--- config.mk ---
export PLATFORM = sky130hd
export DESIGN_NAME = flr_ctrl
export DESIGN_NICKNAME = d
export VERILOG_FILES = /design/src/hdl/flr_pkg.sv /design/src/hdl/flr_ctrl.sv
export VERILOG_INCLUDE_DIRS = /design/src /design/src/hdl
export SDC_FILE = /design/constraint.sdc
export NUM_CORES = 1
export LEC_CHECK = 0
export ABC_AREA = 1
export BUFFER_PORTS_ARGS = -buffer_cell sky130_fd_sc_hd__buf_2
export CAP_MARGIN = 20
export CORE_ASPECT_RATIO = 0.6
export CORE_MARGIN = 5
export CORE_UTILIZATION = 50
export CTS_BUF_LIST = sky130_fd_sc_hd__clkbuf_4
export DETAILED_ROUTE_END_ITERATION = 12
export PLACE_DENSITY_LB_ADDON = 0.1
export SETUP_SLACK_MARGIN = 0.1
export SYNTH_ARGS = -nofsm -noshare
export SYNTH_HDL_FRONTEND = slang
export SYNTH_SLANG_ARGS = --single-unit
--- constraint.sdc ---
create_clock -name clk -period 12.7 [get_ports clk]
set_input_delay 0.635 -clock clk [delete_from_list [all_inputs] [get_ports clk]]
set_output_delay 0.635 -clock clk [all_outputs]
set_load 0.01 [all_outputs]
--- src/hdl/frame_link_receiver_with_command_pulses_unit_assert.svh ---
// Assertion macros shared by the frame link receiver modules.
`ifndef FRAME_LINK_RECEIVER_WITH_COMMAND_PULSES_UNIT_ASSERT_SVH
`define FRAME_LINK_RECEIVER_WITH_COMMAND_PULSES_UNIT_ASSERT_SVH

// Same-cycle implication, sampled on clk, off while rst_n is low.
`define FLR_ASSERT_IMPL(lbl, ante, cons) \
  lbl: assert property (@(posedge clk) disable iff (!rst_n) (ante) |-> (cons)) \
    else $error("flr: same-cycle check failed");

// Next-cycle implication, sampled on clk, off while rst_n is low.
`define FLR_ASSERT_NEXT(lbl, ante, cons) \
  lbl: assert property (@(posedge clk) disable iff (!rst_n) (ante) |=> (cons)) \
    else $error("flr: next-cycle check failed");

`endif

--- src/hdl/flr_pkg.sv ---
// Types and constants of the frame link receiver.
package flr_pkg;

  // Link word and field geometry
  localparam int DW           = 10;
  localparam int SIDE_RESET   = 40;
  localparam int SIDE_W       = 7;
  localparam int IDX_W        = 9;
  localparam int NUM_BUFS     = 3;
  localparam int BUF_W        = 2;

  // Frame length: ceil(side^2 / 10) by reciprocal multiply (exact below 2^14)
  localparam int SQ_W        = 2 * SIDE_W;
  localparam int RECIP_W     = 13;
  localparam int RECIP       = 6554;
  localparam int RECIP_SHIFT = 16;
  localparam int RAW_W       = 11;

  // Request kinds
  typedef enum logic [2:0] {
    KIND_STROBE = 3'd0,
    KIND_PAUSE  = 3'd1,
    KIND_START  = 3'd2,
    KIND_RESET  = 3'd3,
    KIND_READ   = 3'd4
  } kind_t;

  // Per-request status from control to the result pipeline
  typedef struct packed {
    logic       link_out;
    logic       frame_done;
    logic [2:0] link_phase;
    logic       rd_hit;
  } flr_res_t;

endpackage

--- src/hdl/flr_ctrl.sv ---
// Link control: phase sequencer, request latches, buffer roles and fill marks.
`include "frame_link_receiver_with_command_pulses_unit_assert.svh"

module flr_ctrl #(
  parameter int MAX_WORDS = 512
) (
  input  logic                            clk,
  input  logic                            rst_n,
  input  logic                            cfg_we,
  input  logic [flr_pkg::SIDE_W-1:0]      cfg_wdata,
  input  logic                            acc,
  input  logic [2:0]                      kind,
  input  logic [flr_pkg::DW-1:0]          data_bits,
  input  logic [flr_pkg::IDX_W-1:0]       word_index,
  output logic                            mem_we,
  output logic [flr_pkg::BUF_W-1:0]       mem_wbuf,
  output logic [$clog2(MAX_WORDS)-1:0]    mem_widx,
  output logic [flr_pkg::DW-1:0]          mem_wdata,
  output logic                            mem_re,
  output logic [flr_pkg::BUF_W-1:0]       mem_rbuf,
  output logic [$clog2(MAX_WORDS)-1:0]    mem_ridx,
  output flr_pkg::flr_res_t               res
);
  import flr_pkg::*;

  localparam int SW  = $clog2(MAX_WORDS + 1);
  localparam int IW  = $clog2(MAX_WORDS);
  localparam int CW  = (SW > RAW_W) ? SW : RAW_W;
  localparam int XW  = (SW > IDX_W) ? SW : IDX_W;
  localparam int PW  = SQ_W + RECIP_W + 1;
  localparam logic [SW-1:0] FILL_MAX = SW'(MAX_WORDS);

  typedef enum logic [2:0] {
    PH_RUNNING   = 3'd0,
    PH_RECV      = 3'd1,
    PH_PAUSED    = 3'd2,
    PH_STARTING  = 3'd3,
    PH_PAUSING   = 3'd4,
    PH_RESETTING = 3'd5
  } phase_t;

  phase_t           phase_r, phase_nxt;
  logic [SW-1:0]    step_r, step_nxt;
  logic             pause_pend_r, pause_pend_nxt;
  logic             start_pend_r, start_pend_nxt;
  logic             reset_pend_r, reset_pend_nxt;
  logic             frame_pend_r, frame_pend_nxt;
  logic             level_r, level_nxt;
  logic [BUF_W-1:0] recv_r, recv_nxt;
  logic [BUF_W-1:0] pend_r, pend_nxt;
  logic [BUF_W-1:0] disp_r, disp_nxt;
  logic [SW-1:0]    fill_recv_r, fill_recv_nxt;
  logic [SW-1:0]    fill_pend_r, fill_pend_nxt;
  logic [SW-1:0]    fill_disp_r, fill_disp_nxt;
  logic [SQ_W-1:0]  sq_r;

  logic [SQ_W:0]    sq_rnd;
  logic [PW-1:0]    words_prod;
  logic [RAW_W-1:0] words_raw;
  logic [CW-1:0]    words_ext;
  logic [SW-1:0]    words;
  logic [SW-1:0]    step_inc;
  logic [SW-1:0]    fill_new;
  logic             swap;
  logic [SW-1:0]    fill_sel;
  logic             hit;
  logic             done;

  // Frame length in words from the squared side: round up, at least one, at most MAX_WORDS
  always_comb begin
    sq_rnd     = {1'b0, sq_r} + (SQ_W + 1)'(DW - 1);
    words_prod = PW'(sq_rnd) * PW'(RECIP);
    words_raw  = words_prod[RECIP_SHIFT +: RAW_W];
    words_ext  = CW'(words_raw);
    if (words_raw == '0) begin
      words = SW'(1);
    end else if (words_ext > CW'(MAX_WORDS)) begin
      words = SW'(MAX_WORDS);
    end else begin
      words = SW'(words_ext);
    end
  end

  // Next state for the request in hand
  always_comb begin
    phase_nxt      = phase_r;
    step_nxt       = step_r;
    pause_pend_nxt = pause_pend_r;
    start_pend_nxt = start_pend_r;
    reset_pend_nxt = reset_pend_r;
    frame_pend_nxt = frame_pend_r;
    level_nxt      = level_r;
    recv_nxt       = recv_r;
    pend_nxt       = pend_r;
    disp_nxt       = disp_r;
    fill_recv_nxt  = fill_recv_r;
    fill_pend_nxt  = fill_pend_r;
    fill_disp_nxt  = fill_disp_r;
    done           = 1'b0;
    mem_we         = 1'b0;
    mem_wbuf       = recv_r;
    mem_widx       = IW'(step_r);
    mem_wdata      = data_bits;
    step_inc       = SW'(step_r + SW'(1));
    fill_new       = (step_inc > fill_recv_r) ? step_inc : fill_recv_r;

    // Display swap on a read of word zero with a frame waiting
    swap     = (word_index == '0) && frame_pend_r;
    fill_sel = swap ? fill_pend_r : fill_disp_r;
    mem_rbuf = swap ? pend_r : disp_r;
    mem_ridx = IW'(word_index);
    hit      = (XW'(word_index) < XW'(words)) && (XW'(word_index) < XW'(fill_sel));
    mem_re   = 1'b0;

    if (acc) begin
      unique case (kind)
        KIND_STROBE: begin
          unique case (phase_r)
            PH_RECV: begin
              start_pend_nxt = 1'b0;
              mem_we         = 1'b1;
              if (step_inc >= words) begin
                recv_nxt       = pend_r;
                pend_nxt       = recv_r;
                fill_recv_nxt  = fill_pend_r;
                fill_pend_nxt  = fill_new;
                frame_pend_nxt = 1'b1;
                phase_nxt      = PH_RUNNING;
                step_nxt       = '0;
                done           = 1'b1;
              end else begin
                step_nxt      = step_inc;
                fill_recv_nxt = fill_new;
              end
            end
            PH_RUNNING: begin
              start_pend_nxt = 1'b0;
              level_nxt      = 1'b0;
              if (data_bits[0]) begin
                phase_nxt = PH_RECV;
                step_nxt  = '0;
              end else if (pause_pend_r) begin
                pause_pend_nxt = 1'b0;
                phase_nxt      = PH_PAUSING;
                step_nxt       = '0;
              end
            end
            PH_STARTING: begin
              level_nxt = 1'b1;
              if (step_r >= SW'(2)) begin
                step_nxt  = '0;
                phase_nxt = PH_RUNNING;
              end else begin
                step_nxt = step_inc;
              end
            end
            PH_PAUSING: begin
              if (step_r == '0) begin
                level_nxt = 1'b1;
                step_nxt  = SW'(1);
              end else begin
                level_nxt = 1'b0;
                step_nxt  = '0;
                phase_nxt = PH_PAUSED;
              end
            end
            PH_PAUSED: begin
              if (reset_pend_r) begin
                phase_nxt      = PH_RESETTING;
                step_nxt       = '0;
                reset_pend_nxt = 1'b0;
              end else if (start_pend_r) begin
                phase_nxt      = PH_STARTING;
                step_nxt       = '0;
                start_pend_nxt = 1'b0;
              end
            end
            PH_RESETTING: begin
              // H,L,H,L then back to paused
              if (step_r >= SW'(3)) begin
                level_nxt = 1'b0;
                phase_nxt = PH_PAUSED;
                step_nxt  = '0;
              end else begin
                level_nxt = ~step_r[0];
                step_nxt  = step_inc;
              end
            end
            default: begin
            end
          endcase
        end
        KIND_PAUSE: begin
          pause_pend_nxt = 1'b1;
          start_pend_nxt = 1'b0;
        end
        KIND_START: begin
          start_pend_nxt = 1'b1;
          pause_pend_nxt = 1'b0;
        end
        KIND_RESET: begin
          reset_pend_nxt = 1'b1;
        end
        KIND_READ: begin
          if (swap) begin
            disp_nxt       = pend_r;
            pend_nxt       = disp_r;
            fill_disp_nxt  = fill_pend_r;
            fill_pend_nxt  = fill_disp_r;
            frame_pend_nxt = 1'b0;
          end
          mem_re = hit;
        end
        default: begin
        end
      endcase
    end

    res.link_out   = level_nxt;
    res.frame_done = done;
    res.link_phase = phase_nxt;
    res.rd_hit     = mem_re;
  end

  // Control state
  always_ff @(posedge clk) begin
    if (!rst_n) begin
      phase_r      <= PH_RUNNING;
      step_r       <= '0;
      pause_pend_r <= 1'b0;
      start_pend_r <= 1'b0;
      reset_pend_r <= 1'b0;
      frame_pend_r <= 1'b0;
      level_r      <= 1'b0;
      recv_r       <= BUF_W'(0);
      pend_r       <= BUF_W'(1);
      disp_r       <= BUF_W'(2);
      fill_recv_r  <= '0;
      fill_pend_r  <= '0;
      fill_disp_r  <= '0;
    end else begin
      phase_r      <= phase_nxt;
      step_r       <= step_nxt;
      pause_pend_r <= pause_pend_nxt;
      start_pend_r <= start_pend_nxt;
      reset_pend_r <= reset_pend_nxt;
      frame_pend_r <= frame_pend_nxt;
      level_r      <= level_nxt;
      recv_r       <= recv_nxt;
      pend_r       <= pend_nxt;
      disp_r       <= disp_nxt;
      fill_recv_r  <= fill_recv_nxt;
      fill_pend_r  <= fill_pend_nxt;
      fill_disp_r  <= fill_disp_nxt;
    end
  end

  // Field side register, kept as its square
  always_ff @(posedge clk) begin
    if (!rst_n) begin
      sq_r <= SQ_W'(SIDE_RESET * SIDE_RESET);
    end else if (cfg_we) begin
      sq_r <= SQ_W'(cfg_wdata) * SQ_W'(cfg_wdata);
    end
  end

  `FLR_ASSERT_IMPL(a_roles_distinct, 1'b1, recv_r != pend_r && recv_r != disp_r && pend_r != disp_r)
  `FLR_ASSERT_IMPL(a_fill_bound, 1'b1, fill_recv_r <= FILL_MAX && fill_pend_r <= FILL_MAX)
  `FLR_ASSERT_IMPL(a_disp_fill_bound, 1'b1, fill_disp_r <= FILL_MAX)
  `FLR_ASSERT_IMPL(a_write_not_display, mem_we, mem_wbuf != disp_r && !mem_re)
  `FLR_ASSERT_NEXT(a_done_to_running, acc && done, phase_r == PH_RUNNING && frame_pend_r)

endmodule

== Word-level counts from Yosys, hierarchy flattened ==
Cells that the tools add are included.

* Add/subtract/negate cells: 2
* Multiply operators: 2
* $lt $le $gt $ge: 7
* Equal/unequal tests: 19
* Multiplexer cells: 60
* Bitwise logic cells: 1
* Reductions and logical operators: 20

{| class="wikitable"
|+ Operator list
! operator !! number
|-
| $mux 10 || 15
|-
| $pmux 10 s6 || 1
|-
| $mux 3 || 10
|-
| $mul 15x12->26 const B || 1
|-
| $mux 1 || 21
|-
| $ge 10x2->1 const B || 2
|-
| $lt 9x10->1 || 2
|-
| $pmux 10 s2 || 1
|-
| $pmux 3 s6 || 1
|-
| $add 14x4->15 const B || 1
|-
| $mul 7x7->14 || 1
|-
| $eq 3x2->1 const B || 4
|-
| $reduce_and 4->1 || 3
|-
| $gt 11x10->1 const B || 1
|-
| $logic_not 11->1 || 1
|-
| $add 10x1->10 const B || 1
|-
| $ge 10x10->1 || 1
|-
| $gt 10x10->1 || 1
|-
| $logic_not 10->1 || 1
|-
| $reduce_and 5->1 || 2
|-
| $eq 3x3->1 const B || 3
|-
| $logic_not 9->1 || 1
|-
| $ne 3x3->1 const B || 3
|-
| $mux 2 || 4
|-
| 17 further kinds || 29
|}

* Register bits: 68
* Input bits: 33
* Output and inout bits: 40
* Word-level logic and storage cells: 125

== Depth between registers and ports, before layout ==
Gate-level depths: netlist of run 1.

* Word-level depth: 10
* Depth in mapped cells: 57
* Mapped depth without buffers: 57

== Least setup slack after synthesis of run 1 ==
OpenSTA, ideal clock, no wires.

* Path kind: reg2out
* Start point: register sq_r[3]
* End point: output port res[1] in the netlist's numbering
* Arrival time: 6.629 ns
* Setup slack: 5.436 ns
* Cell stages (with the launch flop): 43
* Path through: dfxtp_1 -> nand2_2 -> nor2_2 -> inv_2 -> nor2_4 -> inv_2 -> nor2_4 -> inv_2 -> nor2_4 -> inv_2 -> nor2_4 -> nor2_1 -> ha_1 -> inv_1 -> fa_1 -> inv_1 -> fa_1 -> fa_1 -> [... 7 more ...] -> nor2_1 -> nand2_1 -> nand3_1 -> nand2_1 -> nand2_1 -> nand3_1 -> nor2_1 -> nand4_1 -> nand2_2 -> nand3_1 -> ha_1 -> a21oi_1 -> o21ai_0 -> a21oi_1 -> nand3_1 -> inv_1 -> nand2_1 -> a22oi_1

{| class="wikitable"
|+ RTL lines
! item !! line !! source
|-
| from (decl) || flr_ctrl.sv:55 || <nowiki>logic [SQ_W-1:0] sq_r;</nowiki>
|-
| from (signal assigned) || flr_ctrl.sv:261 || <nowiki>sq_r <= SQ_W'(SIDE_RESET * SIDE_RESET);</nowiki>
|-
| from (signal assigned) || flr_ctrl.sv:263 || <nowiki>sq_r <= SQ_W'(cfg_wdata) * SQ_W'(cfg_wdata);</nowiki>
|-
| to (decl) || flr_ctrl.sv:22 || <nowiki>output flr_pkg::flr_res_t res</nowiki>
|}

==> out/results.ini, run 1 <==
[run_status]
status=finished clean

[clock_tree]
cts_hold_buffers=0
htree_levels=3
cts.path.max_buffers=2
clk_pin_slew_ns=0.12
cts_buffers=9
cts_resized=0
cts-root-buf=clkbuf_4
cts.sinks=67
clock_latency_ns=0.47
cts_tree=built
post-cts-setup-buffers=0

[sta]
setup-tns-final_ns=0
slew_violations=0
finClkSkew_ns=0.04047
max_slew_margin_pct=29.83
period_needed_ns=9.336
min_period_over_period_pct=73.51
report.final.hold_viol_count=0
timing.fmax_ghz=0.1071
holdWs_ns=0.4649
setup_viol=0
worstMarginPinSlew_ns=1.046
rsz0062_at_grt=false

[critical_path]
cp_max_fo=17
worst_path_max_delay_cell=fa_1
critPathKind=reg2out
startpoint_type=flop
cp_slowest_stage_delay_ns=0.55
cp-end-kind=output port
rrSetupSlack_ns=3.88
cpMostUsedCell=inv_2
cp.arrival_ns=8.70
critPathRequiredTime_ns=12.06

[logic_synthesis]
synth_nets=1695
synth_area_leaders=ha_1, dfxtp_1, inv_1
ys_seq_area_share_pct=13.66
synth.distinct_cells=52
ys_warn_count=0
synth_area_um2=9816
synth_top_area_share_pct=19.38
yosys.area.top_type=ha_1
async_reset_ff_share_pct=0
synth_edf_count=0
ys_ff_latch=67
syn-instance-count=1450
synthFlopType=dfxtp_1
avgSynthCellArea_um2=6.769

[drt]
vias=8816
ant_nets=0
drc=0
routed_via_density=5.090
drtIter0Drc=871
routed_wl_um=25010
dr.pass1.iters=5
wire_per_inst_um=14.44

[die]
row_count=39
io_pins=73
core_region_area_um2=19180
die_w_um=190.9
die_area_um2=22630
start_util_pct=51.18
die_h_um=118.5

[global_route]
grt_overflow=0
grt_max_degree=42
grt_pass1_vias=7842
grt_usage_pct=22.59
antenna_found_initial=0
grt_first_pass_wirelength_um=41140

[finish]
fillers=1991
final_common_cell=inv_1
diodes=0
fin_nets=1706
layout_common_cells=inv_1, nand2_1, ha_1
drive_above_1_share_pct=7.094
final_cells=1732
area_delta_synth_final_pct=4.474

[placed_design]
dpl.hpwl_um=21640
routabilityCongestion=0.9459
io_buffers=54
dpl.cell_count=1716

[min_path]
worstHoldPathType=in2reg

[run]
drv_cap=0

cell families after synthesis:
logic type | share of synthesized area (%)
flops | 13.66
other cells | 0.03820
simple gates | 22.26
compound gates | 12.52
xor+xnor | 2.677
mux | 0.6246
buf+inv | 16.61
fa+ha+maj | 31.61
routing by layer:
metal	vias to the layer above	share of wire [%]	global-route usage, %
li1	4539	-	-
met5	-	0	0
met4	0	0.51	2.960
met3	10	11	6.364
met2	352	32	25.78
met1	3915	57	39.98
per-stage QoR:
stage	cell area [µm²]	utilization, %	worst slack [ns]
6_report	10250	53.47	3.364
5_1_grt	10250	53.47	2.448
4_1_cts	10250	53.47	3.406
3_5_place_dp	10110	52.72	3.953
3_3_place_gp	10110	52.72	4.043
2_1_floorplan	9816	-	5.436
sequential cells by signal (all words and copies together), names as in the netlist:
signal        flops
step_r           10
pend_r            2
pause_pend_r      1
fill_recv_r      10
sq_r             13
frame_pend_r      1
fill_pend_r      10
reset_pend_r      1
mem_wbuf          2
start_pend_r      1
fill_disp_r      10
phase_r           3
disp_r            2
level_r           1
critical path, delay by kind of cell, from the launching register on:
kind / cells / cell delay, ns
adders and majority gates: 7 / 2.64
AOI/OAI and AO/OA: 4 / 0.59
and+or+nand+nor: 22 / 3.03
buffers and inverters: 16 / 1.56
DFF: 1 / 0.40
area by class of cell:
class                           count  area, µm²  area share, %
Tap cell                          266      332.8          3.245
Inverter                          345       1295          12.63
Sequential cell                    67       1341          13.08
Clock buffer                        9      67.56         0.6589
Clock inverter                      7      76.32         0.7443
Timing Repair Buffer               57      292.8          2.855
Multi-Input combinational cell    981       6849          66.79
worst paths after layout:
path               endpoint  startpoint  depth (start not counted)
max                  res[1]     sq_r[3]                         49
min reg2reg       pend_r[1]   disp_r[1]                          2
max reg2reg  fill_pend_r[5]     sq_r[3]                         51
min            start_pend_r     kind[1]                          3
synthesized netlist by cell type (all sizes together) (2+ instances only):
master / instances
a2111oi: 2
a211oi: 10
a21o: 2
a21oi: 72
a221oi: 2
a22oi: 2
a31oi: 3
and2: 2
buf: 35
clkbuf: 22
clkinv: 2
dfxtp: 67
fa: 60
ha: 152
inv: 343
mux2i: 5
nand2: 321
nand3: 42
nand3b: 4
nand4: 13
nor2: 122
nor3: 15
nor4: 3
o211ai: 28
o21ai: 63
o21bai: 8
o22ai: 5
o31ai: 2
or2: 2
xnor2: 4
xor2: 26
Power of run 1 is left out: the tool's default activity adds up to more than one toggle a clock period on the data nets, which glitch-free logic cannot reach.
==> run 2: changes to the inputs <==
--- a/config.mk
+++ b/config.mk
@@ -6,7 +6,7 @@
 export SDC_FILE = /design/constraint.sdc
 export NUM_CORES = 1
 export LEC_CHECK = 0
-export ABC_AREA = 1
+export ABC_AREA = 0
 export BUFFER_PORTS_ARGS = -buffer_cell sky130_fd_sc_hd__buf_2
 export CAP_MARGIN = 20
 export CORE_ASPECT_RATIO = 0.6
==> constraint.sdc (replaced) <==
create_clock -name clk -period 9.6 [get_ports clk]
set_input_delay 0.48 -clock clk [delete_from_list [all_inputs] [get_ports clk]]
set_output_delay 0.48 -clock clk [all_outputs]
set_load 0.01 [all_outputs]
==> run 2 against run 1 <==
Cell count decreased by 24%. Sequential share of layout area grew 0.79 points. Worst setup slack got worse by 2.8 ns. Flip-flop and latch count unchanged. Critical path depth down 18. First-iteration DRC count down 37%. Clock skew shrank 0.017 ns. Synthesized cell count down 27%. Wire length fell by 11%. Count of clock-buffer cells in the layout grew 1. Non-clock buffer count increased by 8. Worst hold slack got worse by 0.13 ns. Highest routed layer is now met5.
==> out/results.ini, run 2 <==
[run_status]
status=finished clean  ; unchanged

[clock_tree]
cts_tree=built  ; unchanged
clk_pin_slew_ns=0.14  ; was 0.12 ns
cts.sinks=67  ; unchanged
cts_buffers=9  ; unchanged
htree_levels=3  ; unchanged
cts-root-buf=clkbuf_4  ; unchanged
cts.path.max_buffers=2  ; unchanged
clock_latency_ns=0.46  ; was 0.47 ns

[critical_path]
r2r_cells=33  ; was 51
critPathKind=reg2out  ; unchanged
startpoint_type=flop  ; unchanged
cp.arrival_ns=8.53  ; was 8.70 ns
cp_max_fo=7  ; was 17
rr_startpoint=sq_r[5]  ; was sq_r[3]
worst_path_max_delay_cell=xnor2_1  ; was fa_1
cp-end-kind=output port  ; unchanged
rrSetupSlack_ns=1.01  ; was 3.88 ns
critPathRequiredTime_ns=9.12  ; was 12.06 ns
r2r_end=step_r[1]  ; was fill_pend_r[5]
cp_slowest_stage_delay_ns=0.53  ; was 0.55 ns

[logic_synthesis]
synthFlopType=dfxtp_1  ; unchanged
synth_top_area_share_pct=20.61  ; was 19.38%
avgSynthCellArea_um2=8.671  ; was 6.769 µm²
synth_area_leaders=ha_1, dfxtp_1, fa_1  ; was ha_1, dfxtp_1, inv_1
synth_area_um2=9226  ; was 9816 µm²
synth_edf_count=0  ; unchanged
ys_seq_area_share_pct=14.54  ; was 13.66%
yosys.area.top_type=ha_1  ; unchanged
async_reset_ff_share_pct=0  ; unchanged
ys_warn_count=0  ; unchanged
synth_commonest_cells=ha_1, inv_1, nand2_1, dfxtp_1, nor2_1  ; was inv_1, nand2_1, ha_1, nor2_1, a21oi_1
synth.distinct_cells=79  ; was 52
synth_most_common_cell=ha_1  ; was inv_1
ys_ff_latch=67  ; unchanged
synth_nets=1309  ; was 1,695
syn-instance-count=1064  ; was 1,450

[min_path]
hold_start=kind[1]  ; unchanged
worstHoldPathType=in2reg  ; unchanged
hold_end=start_pend_r  ; unchanged
hold-path-cell-count=3  ; unchanged

[die]
die_area_um2=21360  ; was 22,630 µm²
start_util_pct=50.93  ; was 51.18%
die_h_um=115.2  ; was 118.5 µm
core_region_area_um2=18110  ; was 19,180 µm²
die_w_um=185.4  ; was 190.9 µm
io_pins=73  ; unchanged
row_count=38  ; was 39

[finish]
largest_reg_flops=13  ; unchanged
final_common_cell=ha_1  ; was inv_1
area_delta_synth_final_pct=4.923  ; was 4.474%
layout_common_cells=ha_1, inv_1, nand2_1  ; was inv_1, nand2_1, ha_1
largest-register=sq_r  ; unchanged
fin_nets=1315  ; was 1,706
drive_above_1_share_pct=13.21  ; was 7.094%

[global_route]
grt_pass1_vias=6767  ; was 7,842
grt_max_degree=65  ; was 42
grt_overflow=0  ; unchanged
grt_usage_pct=21.42  ; was 22.59%
grt_first_pass_wirelength_um=36450  ; was 41,140 µm
antenna_found_initial=2  ; was 0

[drt]
routed_via_density=5.414  ; was 5.090
ant_nets=0  ; unchanged
wire_per_inst_um=16.88  ; was 14.44 µm
drc=0  ; unchanged
routed_wl_um=22210  ; was 25,010 µm
drtIter0Drc=547  ; was 871
vias=7125  ; was 8,816
dr.pass1.iters=5  ; unchanged

[placed_design]
routabilityCongestion=0.8733  ; was 0.9459
io_buffers=54  ; unchanged
dpl.hpwl_um=18370  ; was 21,640 µm

[sta]
setup-tns-final_ns=0  ; unchanged
slew_violations=0  ; unchanged
max_slew_margin_pct=50.75  ; was 29.83%
setup_viol=0  ; unchanged
report.final.hold_viol_count=0  ; unchanged
finClkSkew_ns=0.02358  ; was 0.04047 ns
min_period_over_period_pct=93.81
rsz0062_at_grt=false  ; unchanged
timing.fmax_ghz=0.1110
period_needed_ns=9.006
worstMarginPinSlew_ns=0.7335  ; was 1.046 ns

[run]
drv_cap=0  ; unchanged

## run 2: changes by cell type after synthesis, sizes merged, moves of 19 or more
cell / previous run / this run
nand2: 321 / 72
inv: 343 / 132
nor2: 122 / 63
xnor2: 4 / 42
mux2i: 5 / 40
a21oi: 72 / 45
and2: 2 / 25
mux2: 1 / 24
o211ai: 28 / 7
o21ai: 63 / 44
## run 2: metrics by stage
stage / utilization, % / hold WS, ns / instance area, µm² / setup WS, ns / cells
floorplan: - / 0.4439 / 9226 / 1.458 / 1064
global placement: 52.27 / 0.4574 / 9468 / 1.082 / 1296
detailed placement: 52.27 / 0.4630 / 9468 / 0.8675 / 1296
CTS: 53.08 / 0.3066 / 9615 / 0.2974 / 1312
global route: 53.44 / 0.3050 / 9681 / 0.08103 / 1316
finish: 53.44 / 0.3391 / 9681 / 0.5942 / 1316
## run 2: cell type report
class,count,area [µm²]
inverter,132,495.5
tap,240,300.3
clock inverter,6,72.57
timing repair buffer,65,352.8
sequential,67,1343
fill,1707,8434
antenna,1,2.502
clock buffer,10,75.07
multi-input combinational,795,7039
## run 2: how the worst max path moves through the flow
stage          startpoint      to  depth (start not counted)
2_1_floorplan     sq_r[3]  res[4]                         35
3_3_place_gp      sq_r[3]  res[1]                         31
3_5_place_dp      sq_r[3]  res[1]                         30
4_1_cts           sq_r[3]  res[1]                         30
5_1_grt           sq_r[5]  res[1]                         32
6_report          sq_r[5]  res[1]                         31
## run 2: cell families after synthesis
family,after synthesis,share of synthesized area (%)
DFF,67,14.54
buffers and inverters,202,9.588
and+or+nand+nor,267,14.52
adders and majority gates,212,33.63
other,1,0.04064
muxes,64,7.269
xor gates and xnor gates,64,6.157
AOI/OAI and AO/OA,187,14.25
## run 2: critical path, delay by kind of cell, from the launching register on
family	cells	cell delay [ns]
buf+inv	5	0.40
flops	1	0.50
xor+xnor	2	0.88
fa+ha+maj	7	3.01
simple gates	6	1.09
compound gates	11	2.21
## run 2: what timing repair did
action | 4_1_cts | 5_1_grt
hold buffers | 0 | 0
gates resized for setup | 0 | 7
setup buffers | 0 | 3
hold endpoints to repair | 0 | 0
setup endpoints to repair | 0 | 4
## run 2: routing by layer
layer | vias to the layer above | GRT usage, % | routed length [µm]
met5 | - | 0 | 20
met3 | 15 | 6.102 | 1755
met2 | 202 | 25.98 | 7504
li1 | 3626 | - | -
met1 | 3280 | 36.39 | 12800
met4 | 2 | 3.030 | 136
Power of run 2 is left out for the same reason.
==> run 3: changes to the inputs <==
--- a/config.mk
+++ b/config.mk
@@ -10,7 +10,6 @@
 export BUFFER_PORTS_ARGS = -buffer_cell sky130_fd_sc_hd__buf_2
 export CAP_MARGIN = 20
 export CORE_ASPECT_RATIO = 0.6
-export CORE_MARGIN = 5
 export CORE_UTILIZATION = 50
 export CTS_BUF_LIST = sky130_fd_sc_hd__clkbuf_4
 export DETAILED_ROUTE_END_ITERATION = 12
==> constraint.sdc (replaced) <==
create_clock -name clk -period 10.3 [get_ports clk]
set_input_delay 0.515 -clock clk [delete_from_list [all_inputs] [get_ports clk]]
set_output_delay 0.515 -clock clk [all_outputs]
set_load 0.01 [all_outputs]
==> run 3 against run 2 <==
Via count decreased by 0.77%. Flip-flop and latch count unchanged. Cell count is 0.46% lower. First-iteration DRC count is 16% lower. Worst setup slack improved by 0.42 ns. Critical path depth fell by 2. Sequential share of layout area is 0.066 points higher. Count of clock-buffer cells in the layout is 1 lower. Non-clock buffer count fell by 5. Register-to-register slack gained 0.57 ns. Clock skew increased by 0.0083 ns. Wire length decreased by 5.0%.
==> out/results.ini, run 3 (synthesis gave the netlist of run 2 again) <==
[sta]
rsz0062_at_grt=false  ; unchanged
finClkSkew_ns=0.03186  ; was 0.02358 ns
report.final.hold_viol_count=0  ; unchanged
setup_viol=0  ; unchanged
setup-tns-final_ns=0  ; unchanged
timing.fmax_ghz=0.1077
period_needed_ns=9.289
min_period_over_period_pct=90.18
slew_violations=0  ; unchanged
max_slew_margin_pct=22.56  ; was 50.75%
worstMarginPinSlew_ns=1.162  ; was 0.7335 ns

[finish]
layout_common_cells=ha_1, inv_1, nand2_1  ; unchanged
multiInputGateArea_um2=7000  ; was 7039 µm²
largest-register=sq_r  ; unchanged
fillers=1741  ; was 1,707
final_common_cell=ha_1  ; unchanged
area_delta_synth_final_pct=4.326  ; was 4.923%
largest_reg_flops=13  ; unchanged
drive_above_1_share_pct=12.15  ; was 13.21%
diodes=0  ; was 1
fin_nets=1310  ; was 1,315
regArea_um2=1341  ; was 1343 µm²

[critical_path]
cp_max_fo=11  ; was 7
r2r_end=fill_recv_r[7]  ; was step_r[1]
cp.arrival_ns=8.77  ; was 8.53 ns
cpMostUsedCell=ha_1
rrSetupSlack_ns=1.58  ; was 1.01 ns
critPathKind=reg2out  ; unchanged
r2r_cells=30  ; was 33
cp-end-kind=output port  ; unchanged
critPathRequiredTime_ns=9.79  ; was 9.12 ns
cp_top_family=adder cells  ; unchanged
cp_slowest_stage_delay_ns=0.55  ; was 0.53 ns
rr_startpoint=sq_r[3]  ; was sq_r[5]
startpoint_type=flop  ; unchanged
worst_path_max_delay_cell=fa_1  ; was xnor2_1
crit_buf_inv=4  ; was 5

[clock_tree]
cts.sinks=67  ; unchanged
clock_latency_ns=0.46  ; about the same
cts_resized=0  ; unchanged
post-cts-setup-buffers=0  ; unchanged
cts_tree=built  ; unchanged
cts-root-buf=clkbuf_4  ; unchanged
clk_pin_slew_ns=0.15  ; was 0.14 ns
cts_buffers=9  ; unchanged
htree_levels=3  ; unchanged
cts.path.max_buffers=2  ; unchanged
cts_hold_buffers=0  ; unchanged

[drt]
ant_nets=0  ; unchanged
routed_via_density=5.397  ; was 5.414
drtIter0Drc=459  ; was 547
drc=0  ; unchanged
vias=7070  ; was 7,125
wire_per_inst_um=16.11  ; was 16.88 µm
dr.pass1.iters=5  ; unchanged
routed_wl_um=21100  ; was 22,210 µm

[global_route]
grt_overflow=0  ; unchanged
grt_first_pass_wirelength_um=34760  ; was 36,450 µm
antenna_found_initial=0  ; was 2
grt_usage_pct=23.17  ; was 21.42%
grt_max_degree=65  ; unchanged
grt_pass1_vias=6504  ; was 6,767

[placed_design]
routabilityCongestion=0.8887  ; was 0.8733
io_buffers=54  ; unchanged
dpl.hpwl_um=17480  ; was 18,370 µm

[min_path]
hold_start=kind[1]  ; unchanged
worstHoldPathType=in2reg  ; unchanged
hold_end=start_pend_r  ; unchanged
hold-path-cell-count=3  ; unchanged

[die]
io_pins=73  ; unchanged
die_area_um2=19020  ; was 21,360 µm²
core_region_area_um2=18070  ; was 18,110 µm²
die_h_um=107.2  ; was 115.2 µm
row_count=38  ; unchanged
die_w_um=177.4  ; was 185.4 µm
start_util_pct=51.07  ; was 50.93%

[run]
drv_cap=0  ; unchanged

[run_status]
status=finished clean  ; unchanged

[run 3: changes by cell type in the layout (fill, tap and decap cells not counted), sizes merged]
cell | before | now
buf | 65 | 60
clkinv | 2 | 0
inv | 134 | 136
bufinv | 1 | 2
clkbuf | 10 | 9
diode | 1 | 0
[run 3: area by class of cell]
class	count	area share (%)
Clock buffer	9	0.7019
Clock inverter	7	1.092
Inverter	132	5.148
Multi-Input combinational cell	795	72.73
Sequential cell	67	13.93
Tap cell	240	3.120
Timing Repair Buffer	60	3.276
[run 3: routing by layer]
layer	vias up	global-route usage [%]	wire length, µm
met1	3222	40.30	12500
met5	-	0	0
li1	3621	-	-
met4	0	2.991	60
met3	8	3.972	1341
met2	219	28.15	7200
[run 3: worst max-delay path by stage]
stage | from | to | slack, ns | cells after the start
floorplan | sq_r[3] | res[4] | 2.12 | 35
global placement | sq_r[3] | res[1] | 1.85 | 31
detailed placement | sq_r[3] | res[1] | 1.56 | 31
CTS | sq_r[3] | res[1] | 1.02 | 31
global route | sq_r[3] | res[1] | 0.43 | 31
finish | sq_r[3] | res[1] | 1.01 | 29
[run 3: worst reg2reg max path, delay by kind of cell, from the launching register on]
kind	cells	cell delay, ns
flops	1	0.54
simple gates	7	1.64
buf+inv	4	0.46
mux	1	0.21
xor+xnor	1	0.52
fa+ha+maj	7	3.04
compound gates	10	2.12
[run 3: metrics by stage]
stage	utilization, %	worst slack, ns	cells	hold slack, ns	cell area [µm²]
4_1_cts	53.28	1.024	1310	0.3279	9625
3_5_place_dp	52.32	1.561	1294	0.4678	9453
5_1_grt	53.28	0.4300	1310	0.3530	9625
3_3_place_gp	52.32	1.849	1294	0.4687	9453
2_1_floorplan	-	2.123	1064	0.4439	9226
6_report	53.28	1.011	1310	0.3519	9625
Power of run 3 is left out for the same reason.
